## src/rtl/sfuvn_pkg.sv

```systemverilog
package sfuvn_pkg;

    // compare width wide enough for any index against any vertex count
    localparam int CMP_W = 17;
    // quotient register: 33-bit magnitude scaled by 2^16
    localparam int DQ_W = 49;
    localparam int CNT_W = 6;
    // 1.0 in Q16.16, used when a span is zero or negative
    localparam logic [32:0] Q_ONE = 33'd65536;

    typedef enum logic [2:0] {
        ACT_CLEAR  = 3'd0,
        ACT_FACE   = 3'd1,
        ACT_STORE  = 3'd2,
        ACT_BOUNDS = 3'd3,
        ACT_READ   = 3'd4
    } action_t;

    typedef struct packed {
        logic [2:0]         action;
        logic [15:0]        index_a;
        logic [15:0]        index_b;
        logic [15:0]        index_c;
        logic               face_selected;
        logic signed [31:0] u_in;
        logic signed [31:0] v_in;
    } cmd_t;

    typedef struct packed {
        logic               ok;
        logic [15:0]        vertex_index;
        logic               was_touched;
        logic signed [31:0] u_out;
        logic signed [31:0] v_out;
    } result_t;

    typedef enum logic [3:0] {
        ST_IDLE,
        ST_WIPE,
        ST_FACE_A,
        ST_FACE_B,
        ST_FACE_C,
        ST_SCAN,
        ST_RD_ADDR,
        ST_RD_DATA,
        ST_DIV_U,
        ST_V_GO,
        ST_DIV_V
    } ctl_state_t;

    typedef enum logic [1:0] {
        DV_IDLE,
        DV_PREP,
        DV_ITER,
        DV_FIX
    } div_state_t;

endpackage

```

## src/rtl/sfuvn_div.sv

```systemverilog
module sfuvn_div
    import sfuvn_pkg::*;
(
    input  logic               clk,
    input  logic               rst_n,
    input  logic               go,
    input  logic signed [31:0] x,
    input  logic signed [31:0] lo,
    input  logic signed [31:0] hi,
    output logic               done,
    output logic signed [31:0] q
);

    div_state_t       state_reg, state_next;
    logic [CNT_W-1:0] cnt_reg;
    logic [32:0]      d_reg;
    logic [32:0]      r_reg;
    logic             neg_reg;
    logic [DQ_W-1:0]  dq_reg;
    logic [32:0]      den_reg;
    logic [32:0]      rem_reg;
    logic [33:0]      trial;
    logic [32:0]      mag;
    logic             pos_ovf;
    logic             neg_ovf;

    // one quotient bit per cycle: shift in the next dividend bit, try a subtract
    assign trial = {rem_reg, dq_reg[DQ_W-1]} - {1'b0, den_reg};
    assign mag   = d_reg[32] ? (~d_reg + 33'd1) : d_reg;

    // next state
    always_comb
    begin
        state_next = state_reg;
        unique case (state_reg)
            DV_IDLE: if (go) state_next = DV_PREP;
            DV_PREP: state_next = DV_ITER;
            DV_ITER: if (cnt_reg == CNT_W'(DQ_W - 1)) state_next = DV_FIX;
            DV_FIX:  state_next = DV_IDLE;
            default: state_next = DV_IDLE;
        endcase
    end

    // outputs: saturate the magnitude and apply the sign
    always_comb
    begin
        pos_ovf = |dq_reg[DQ_W-1:31];
        neg_ovf = (|dq_reg[DQ_W-1:32]) || (dq_reg[31] && (|dq_reg[30:0]));
        done    = (state_reg == DV_FIX);
        if (neg_reg)
            q = neg_ovf ? 32'sh8000_0000 : $signed(~dq_reg[31:0] + 32'd1);
        else
            q = pos_ovf ? 32'sh7FFF_FFFF : $signed(dq_reg[31:0]);
    end

    always_ff @(posedge clk or negedge rst_n)
    begin
        if (!rst_n)
        begin
            state_reg <= DV_IDLE;
            cnt_reg   <= '0;
        end
        else
        begin
            state_reg <= state_next;
            if (state_reg == DV_PREP)
                cnt_reg <= '0;
            else if (state_reg == DV_ITER)
                cnt_reg <= cnt_reg + CNT_W'(1);
        end
    end

    // load differences, form magnitude and divisor, then iterate
    always_ff @(posedge clk)
    begin
        case (state_reg)
            DV_IDLE:
            begin
                if (go)
                begin
                    d_reg <= {x[31], x} - {lo[31], lo};
                    r_reg <= {hi[31], hi} - {lo[31], lo};
                end
            end
            DV_PREP:
            begin
                neg_reg <= d_reg[32];
                dq_reg  <= {mag, 16'd0};
                den_reg <= ((r_reg == 33'd0) || r_reg[32]) ? Q_ONE : r_reg;
                rem_reg <= '0;
            end
            DV_ITER:
            begin
                if (!trial[33])
                    rem_reg <= trial[32:0];
                else
                    rem_reg <= {rem_reg[31:0], dq_reg[DQ_W-1]};
                dq_reg <= {dq_reg[DQ_W-2:0], ~trial[33]};
            end
            default:
            begin
            end
        endcase
    end

    a_done_pulse: assert property (@(posedge clk) disable iff (!rst_n) done |=> !done)
        else $error("divider done held longer than one cycle");
    a_den_nonzero: assert property (@(posedge clk) disable iff (!rst_n)
        (state_reg == DV_ITER) |-> (den_reg != 33'd0))
        else $error("divider iterating with zero divisor");
    a_done_after_iter: assert property (@(posedge clk) disable iff (!rst_n)
        done |-> ($past(state_reg) == DV_ITER))
        else $error("divider finished without iterating");

endmodule

```

## config.mk

```make
export PLATFORM = sky130hd
export DESIGN_NAME = sfuvn_div
export DESIGN_NICKNAME = d
export VERILOG_FILES = /design/src/rtl/sfuvn_pkg.sv /design/src/rtl/sfuvn_div.sv
export SDC_FILE = /design/constraint.sdc
export NUM_CORES = 1
export LEC_CHECK = 0
export BUFFER_PORTS_ARGS = -buffer_cell sky130_fd_sc_hd__buf_2
export CAP_MARGIN = 20
export CORE_ASPECT_RATIO = 1.25
export CORE_MARGIN = 4
export CORE_UTILIZATION = 61
export DETAILED_ROUTE_END_ITERATION = 16
export GPL_ROUTABILITY_DRIVEN = 0
export PLACE_DENSITY = 0.94
export SLEW_MARGIN = 20
export SYNTH_ARGS = -nofsm -noshare
export SYNTH_HDL_FRONTEND = slang
export SYNTH_SLANG_ARGS = --single-unit
```

## constraint.sdc

```tcl
create_clock -name clk -period 4.4 [get_ports clk]
set_clock_uncertainty 0.1 [all_clocks]
set_input_delay 0.44 -clock clk [delete_from_list [all_inputs] [get_ports clk]]
set_output_delay 0.44 -clock clk [all_outputs]
set_load 0.02 [all_outputs]
```

==> results.ini, run 1 <==
[outcome]
outcome = finished, final reports clean

[power]
p_clk_frac = 0.144
p_comb_frac = 0.514
switching_share = 0.443
p_switching_w = 0.00485
internal-power_w = 0.00611
seq_power_share = 0.341
ir_drop_mv = 0.641
power_density_nw_per_um2 = 704
p_leak_nw = 6.52

[routing]
drt_iter0_drc = 1379
dr.pass1.iters = 6
viasPerCell = 6.43
drtAntennaViolNets = 0
wl_per_cell_microns = 18.7
drc = 0
routed_wl_microns = 35800
num_vias = 12300

[layout]
syn_to_final_growth_pct = 11.2
final_cell_mix = 182 x edfxtp_1, 131 x buf_2, 126 x o21ai_0, 124 x nand2_1, 121 x inv_1
largest_reg_flops = 49
fin_nets = 1828
finish.utilization = 0.694
fillCellCount = 1585
drive_gt1_frac = 0.129
final_common_cell = edfxtp_1
n_antenna_cell = 0

[clock_network]
cts.clk_slew.worst_paths_ps = 80
cts_inserted_buffers = 17
cts_max_level = 4
insertion_delay_ps = 450
cts_tree = yes
clk_path_buf_depth = 2
clock-sinks = 190
clock-root-buffer = clkbuf_16

[global_routing]
antenna_found_initial = 0
gr-total-overflow = 0
grt_max_degree = 96
grt_pass1_vias = 11700
grt_pass1_wl_microns = 57200
track_usage = 0.280

[synth]
synth.net_count = 1712
synth.distinct_cells = 81
synth_edf_count = 182
synthMuxAreaShare = 0.00724
yosysWarnings = 0
synth.area.top_cells = edfxtp_1 39%, ha_1 9.5%, o21ai_0 4.5%, a21oi_1 3.8%, xor2_1 3.4%
synth_top_family_by_area = compound AO/OA/AOI/OAI gates
synthArstFlopShare = 0.0421
yosys_register_bits = 190
synth_fa_ha_area_frac = 0.0990
synth_area_per_cell_sq_um = 9.31
synth_xor_area_frac = 0.0675
syn-instance-count = 1504
synth-simple-area-share = 0.173
synth_top_area_share = 0.390
ys_seq_area_frac = 0.405
yosysTopAreaCell = edfxtp_1
synth-compound-area-share = 0.203
synth_ff_type = edfxtp_1
syn_area_sq_um = 14000

[timing]
hold_viol = 0
holdWs_ps = 259
setup_viol = 0
fin_setup_tns_ps = 0
rsz0062_at_grt = false
slew_headroom = 0.326
timing.final.crit_share = 0.948
slew_violations = 0
fmaxAchievable_mhz = 240
worst_pin_slew_ps = 1010
period_needed_ps = 4170

[place]
portBuffers = 131
hpwl_microns = 25900

[critical_path]
slowest_stage = or4b_4
setup.worst_path.end_class = primary output
cp_data_required_time_ps = 3860
worstRegToRegCells = 12
crit_type = reg -> out
crit_top_cell = or4b_4
arrival_ps = 3630
start_kind = flip-flop
crit_fanout = 7
crit_path_cell_trace = or3_4 -> nor3_4 -> nand4_2 -> or4b_4 -> or4b_4 -> nor3_2 -> and2b_1 -> o21ai_1 -> o311ai_1 -> buf_2
critPathMaxStageDelay_ps = 600

[floorplanning]
die_w_microns = 144
ios = 132
rows = 61
start_util = 0.624
coreArea_sq_um = 22400
die_y_microns = 177
dieArea_sq_um = 25500

[run]
cap_violations = 0

[hold_path]
min_path_type = in -> async

-- final cells by class --
cell class | instances | area [sq um] | area share
well taps | 283 | 354 | 0.0227
clock buffers | 18 | 429 | 0.0276
clock inverters | 14 | 156 | 0.0100
repair buffers | 143 | 768 | 0.0493
multi-input cells | 1146 | 7740 | 0.497
flip-flops and latches | 190 | 5670 | 0.364
inverters | 122 | 458 | 0.0294
-- worst paths after layout --
kind,from,endpoint,slack [ps]
min in group clk,go,state_reg[0],330
max in group asynchronous,rst_n,cnt_reg[5],3770
min,rst_n,cnt_reg[3],260
max reg2reg,dq_reg[48],rem_reg[32],520
min reg2reg,r_reg[16],den_reg[16],450
max,dq_reg[2],q[25],230
-- logic make-up (layout without fill, tap and decap cells) --
group / Yosys count / after routing
other cells: 1 / 1
simple gates: 474 / 474
xor+xnor: 108 / 108
buf+inv: 168 / 297
flops: 190 / 190
compound gates: 444 / 444
mux: 10 / 10
fa+ha+maj: 109 / 109
-- through the flow --
stage	setup WS [ps]	instances	total power (W)	instance area [sq um]
after floorplan	586	1504	0.00773	14000
after global placement	575	1882	0.00884	14900
after detailed placement	495	1882	0.00911	14900
after CTS	15.4	1915	0.0108	15500
after global routing	10.7	1916	0.0117	15600
final	229	1916	0.0110	15600
-- per-layer routing --
metal | GRT usage | wire length (microns) | vias up
met5 | 0 | 0 | -
met3 | 0.0394 | 2910 | 151
li1 | - | - | 5744
met2 | 0.475 | 17600 | 722
met4 | 0.157 | 2020 | 0
met1 | 0.340 | 13300 | 5706
-- what timing repair did --
action,CTS,global route
hold buffers,1,0
gates resized for setup,0,4
setup endpoints to repair,0,23
buffers inserted,0,0
endpoints found under the hold margin,8,0
-- Yosys cell counts, types with 9 or more instances --
cell type,n
nor2_1,112
xor2_1,55
nor3_1,30
mux2i_1,9
o311ai_1,18
a21o_1,43
nand2b_1,12
ha_1,106
clkbuf_1,35
nand2_1,124
xnor2_1,53
o41ai_1,10
nand3_1,22
or3_1,14
o21bai_1,11
a21oi_1,105
and3_1,13
and2_1,51
a211oi_1,16
o31ai_1,11
nor4_1,19
edfxtp_1,182
o21ai_0,127
o21a_1,21
inv_1,121
or2_2,9
nand4_1,14
nor2b_1,19
-- critical path: cells and delay by family (launching register included) --
family                 cells  cell delay (ps)
AND/OR/NAND/NOR            7             2320
AO/OA/AOI/OAI              2              160
buffers and inverters      1              210
flip-flops                 1              510
-- power by group through the flow --
stage	Sequential, W	Clock [W]	Combinational (W)
finish	0.00374	0.00158	0.00564
global route	0.00382	0.00166	0.00619
CTS	0.00374	0.00158	0.00549
detailed placement	0.00375	0	0.00536
global placement	0.00370	0	0.00513
floorplan	0.00356	0	0.00417
Note: power is estimated with default switching activity, not from simulation.
==> inputs of run 2 (changes only) <==
--- a/config.mk
+++ b/config.mk
@@ -13,6 +13,7 @@
 export DETAILED_ROUTE_END_ITERATION = 16
 export GPL_ROUTABILITY_DRIVEN = 0
 export PLACE_DENSITY = 0.94
+export RECOVER_POWER = 100
 export SLEW_MARGIN = 20
 export SYNTH_ARGS = -nofsm -noshare
 export SYNTH_HDL_FRONTEND = slang
==> run 2 against run 1 <==
- via count barely moved
- largest power group unchanged
- cell count unchanged
- sequential power grew 1%
- cell area down 0.63%
- largest cell class unchanged
- wire length rose by 0.44%
- setup slack worse by 6.9 ps
- clock power barely moved
- the run now ends with capacitance limit, slew limit left
==> results.ini, run 2 (synthesis gave the netlist of run 1 again) <==
[outcome]
outcome = finished, violations left
violations = capacitance limit, slew limit

[routing]
wl_per_cell_microns = 18.8
drt_iter0_drc = 1388
drc = 0
dr.pass1.iters = 6
routed_wl_microns = 36000
num_vias = 12300
viasPerCell = 6.43
drtAntennaViolNets = 0

[clock_network]
cts_max_level = 4
cts_tree = yes
clk_path_buf_depth = 2
cts.clk_slew.worst_paths_ps = 70
cts_inserted_buffers = 17
clock-root-buffer = clkbuf_16
clock-sinks = 190
insertion_delay_ps = 450
cts_setup_buffers = 0

[global_routing]
grt_pass1_wl_microns = 57200
track_usage = 0.280
antenna_found_initial = 0
grt_max_degree = 96
gr-total-overflow = 0
grt_pass1_vias = 11700

[timing]
slew_violations = 217
timing.final.crit_share = 0.950
period_needed_ps = 4180
holdWs_ps = 327
worst_pin_slew_ps = 3080
slew_headroom = -1.05
fmaxAchievable_mhz = 239
rsz0062_at_grt = false
setup_viol = 0
hold_viol = 0
fin_setup_tns_ps = 0

[layout]
n_antenna_cell = 0
syn_to_final_growth_pct = 10.5
fin_nets = 1828
largest_reg_flops = 49
drive_gt1_frac = 0.110
multi_input_area_sq_um = 7710
final_common_cell = edfxtp_1
fillCellCount = 1608
final_cell_mix = 182 x edfxtp_1, 128 x o21ai_0, 124 x nand2_1, 121 x inv_1, 112 x nor2_1
layout.cells.non_filler = 1916
seqCellArea_sq_um = 5670
finish.utilization = 0.689

[critical_path]
crit_top_cell = o31ai_1
cp_data_required_time_ps = 4470
crit_fanout = 29
critPathTopFamily = compound AO/OA/AOI/OAI gates
critPathMaxStageDelay_ps = 760
crit_buf_inv = 2
setup.worst_path.end_class = flip-flop
start_kind = flip-flop
slowest_stage = o31ai_1
arrival_ps = 4250
crit_path_cell_trace = ha_1 -> nor2b_1 -> o31a_1 -> o31ai_1 -> buf_4 -> nor3_1 -> o31ai_1 -> mux2i_4 -> clkbuf_2 -> mux2i_1 -> nor2_1
crit_type = reg -> reg

[power]
p_leak_nw = 6.42
power_density_nw_per_um2 = 704
ir_drop_mv = 0.491

[floorplanning]
coreArea_sq_um = 22400
die_w_microns = 144
ios = 132
start_util = 0.624
die_y_microns = 177
rows = 61
dieArea_sq_um = 25500

[place]
portBuffers = 131
hpwl_microns = 25900
dpl.cell_count = 1882

[run]
cap_violations = 4

[hold_path]
min_path_type = in -> reg

-- run 2: power breakdown --
group,leakage [nW],internal (W),switching [W]
Sequential,1.86,0.00317,0.000624
Combinational,4.28,0.00202,0.00349
Clock,0.281,0.000850,0.000740
-- run 2: final timing paths --
kind / startpoint / endpoint / slack, ps / depth (start not counted)
max: rem_reg[0] / rem_reg[15] / 220 / 11
min: go / state_reg[0] / 330 / 3
max reg2reg: rem_reg[0] / rem_reg[15] / 220 / 11
min reg2reg: r_reg[16] / den_reg[16] / 450 / 1
max in group asynchronous: rst_n / state_reg[0] / 3550 / 2
min in group asynchronous: rst_n / cnt_reg[3] / 340 / 2
-- run 2: area by class of cell --
type                            count  area share
Timing Repair Buffer              143      0.0451
Tap cell                          283      0.0229
Clock inverter                     14      0.0101
Sequential cell                   190       0.366
Multi-Input combinational cell   1146       0.498
Clock buffer                       18      0.0277
Inverter                          122      0.0296
-- run 2: repair_timing --
item                                    4_1_cts  5_1_grt
resized for setup                             0        4
hold buffers                                  1        0
endpoints found under the setup margin        0       23
endpoints found under the hold margin         8        0
-- run 2: tightest hold or removal path, delay by kind of cell --
family / cells / cell delay, ps
simple gates: 1 / 140
compound gates: 1 / 150
buf+inv: 1 / 110
-- run 2: metrics by stage --
step	setup slack, ps	power, W	instance area [sq um]
2_1_floorplan	586	0.00773	14000
3_3_place_gp	575	0.00884	14900
3_5_place_dp	495	0.00911	14900
4_1_cts	15.4	0.0108	15500
5_1_grt	10.7	0.0116	15500
6_report	222	0.0109	15500
-- run 2: metal layers --
metal | GRT usage | wire [microns]
met1 | 0.340 | 13500
met2 | 0.475 | 17600
met3 | 0.0394 | 2860
met4 | 0.157 | 1960
met5 | 0 | 0
==> inputs of run 3 (changes only) <==
==> constraint.sdc (replaced) <==
create_clock -name clk -period 4.4 [get_ports clk]
set_clock_uncertainty 0.1 [all_clocks]
set_input_delay 0.88 -clock clk [delete_from_list [all_inputs] [get_ports clk]]
set_output_delay 0.88 -clock clk [all_outputs]
set_load 0.02 [all_outputs]
==> run 3 against run 2 <==
- the flow finishes with violations (capacitance limit, slew limit, setup timing)
- die area unchanged
- cell area up 4.6%
- global-route usage up 0.36 points
- setup slack worse by 820 ps
- first-iteration DRC count up 33%
- sequential power up 3%
- sequential share of layout area down 1.6 points
- clock power down 4%
- critical path type is now reg -> out
- critical endpoint is now q[20]
==> results.ini, run 3 (synthesis gave the netlist of run 1 again) <==
[floorplanning]
rows = 61
die_y_microns = 177
ios = 132
start_util = 0.624
dieArea_sq_um = 25500
die_w_microns = 144
coreArea_sq_um = 22400

[critical_path]
start_kind = flip-flop
crit_fanout = 8
critPathMaxStageDelay_ps = 540
worstRegToRegCells = 4
setup.worst_path.end_class = primary output
arrival_ps = 4020
timing.rr.start = state_reg[0]
reg2reg_slack_ps = 90
crit_path_cell_trace = or3_1 -> or3_2 -> nor4_1 -> inv_1 -> o21ai_4 -> nand2b_4 -> or2_4 -> clkbuf_16 -> o311ai_4 -> buf_6
slowest_stage = or3_1
crit_type = reg -> out
reg2reg_to = cnt_reg[2]
cp_data_required_time_ps = 3420

[global_routing]
track_usage = 0.283
antenna_found_initial = 0
gr-total-overflow = 0
grt_pass1_vias = 12000
grt_max_degree = 94
grt_pass1_wl_microns = 58200

[place]
portBuffers = 131
dpl.cell_count = 1888
hpwl_microns = 26100

[routing]
routed_wl_microns = 42600
drtAntennaViolNets = 0
num_vias = 13200
wl_per_cell_microns = 21.9
drt_iter0_drc = 1840
dr.pass1.iters = 12
viasPerCell = 6.78
drc = 0

[timing]
fin_setup_tns_ps = -10620
slew_headroom = -1.23
setup_ws_ps = -601
hold_viol = 0
fmaxAchievable_mhz = 200
setup_viol = 32
slew_violations = 251
period_needed_ps = 5000
rsz0062_at_grt = true
timing.final.crit_share = 1.14
worst_pin_slew_ps = 3340

[layout]
final_common_cell = edfxtp_1
syn_to_final_growth_pct = 15.6
n_antenna_cell = 0
fin_nets = 1855
drive_gt1_frac = 0.153
largest_reg_flops = 49
final_cell_mix = 182 x edfxtp_1, 124 x nand2_1, 123 x o21ai_0, 119 x inv_1, 111 x nor2_1
layout.cells.non_filler = 1943

[clock_network]
clock-root-buffer = clkbuf_16
clock-sinks = 190
cts_inserted_buffers = 17
ctsHoldBuffers = 0
clk_path_buf_depth = 2
insertion_delay_ps = 450
cts.clk_slew.worst_paths_ps = 70
cts_tree = yes
cts_max_level = 4

[outcome]
outcome = finished, violations left
violations = capacitance limit, slew limit, setup timing

[power]
ir_drop_mv = 0.452
power_density_nw_per_um2 = 710
p_leak_nw = 6.73

[hold_path]
min_path_type = in -> async

[run]
cap_violations = 4

run 3: worst max-delay path by stage:
stage	startpoint	endpoint	slack (ps)	cells past startpoint
detailed placement	dq_reg[0]	q[24]	190	12
global placement	dq_reg[1]	q[14]	230	12
floorplan	dq_reg[1]	q[14]	150	12
finish	dq_reg[24]	q[20]	-600	10
CTS	dq_reg[1]	q[29]	-80	10
global route	dq_reg[24]	q[20]	-740	10
run 3: final cells by class:
type / count / area [sq um]
Clock inverter: 15 / 143
Sequential cell: 190 / 5670
Multi-Input combinational cell: 1146 / 8060
Inverter: 122 / 458
Clock buffer: 17 / 425
Timing Repair Buffer: 170 / 1090
Fill cell: 1410 / 6250
Tap cell: 283 / 354
run 3: repair_timing:
item	CTS	global route
pin swaps	7	17
gates cloned	0	4
endpoints found under the setup margin	30	26
resized for setup	17	81
setup buffers	9	10
run 3: routing by layer:
metal  track usage  vias to the layer above  routed length, microns
li1              -                     5805                       -
met1         0.336                     6021                   14200
met2         0.486                     1061                   20500
met3        0.0437                      277                    4330
met4         0.163                        0                    3550
met5             0                        -                       0
run 3: metrics by stage:
step	utilization	hold slack [ps]	instance area [sq um]	worst slack (ps)	total power [W]
4_1_cts	0.700	163	15700	-80.5	0.0109
3_5_place_dp	0.668	434	15000	191	0.00920
6_report	0.722	235	16200	-601	0.0115
5_1_grt	0.722	259	16200	-744	0.0121
3_3_place_gp	0.668	417	15000	230	0.00888
2_1_floorplan	-	397	14000	146	0.00773
run 3: critical path, delay by kind of cell (launching register included):
kind                   cells  cell delay [ps]
AND/OR/NAND/NOR            5             1790
AO/OA/AOI/OAI              2              690
buffers and inverters      3              570
flip-flops                 1              500
run 3: power by group:
| part | internal, W | switching, W | total [W] |
|---|---|---|---|
| combinational | 0.00229 | 0.00379 | 0.00608 |
| clock | 0.000753 | 0.000771 | 0.00152 |
| sequential | 0.00317 | 0.000731 | 0.00390 |
| total | 0.00621 | 0.00529 | 0.0115 |
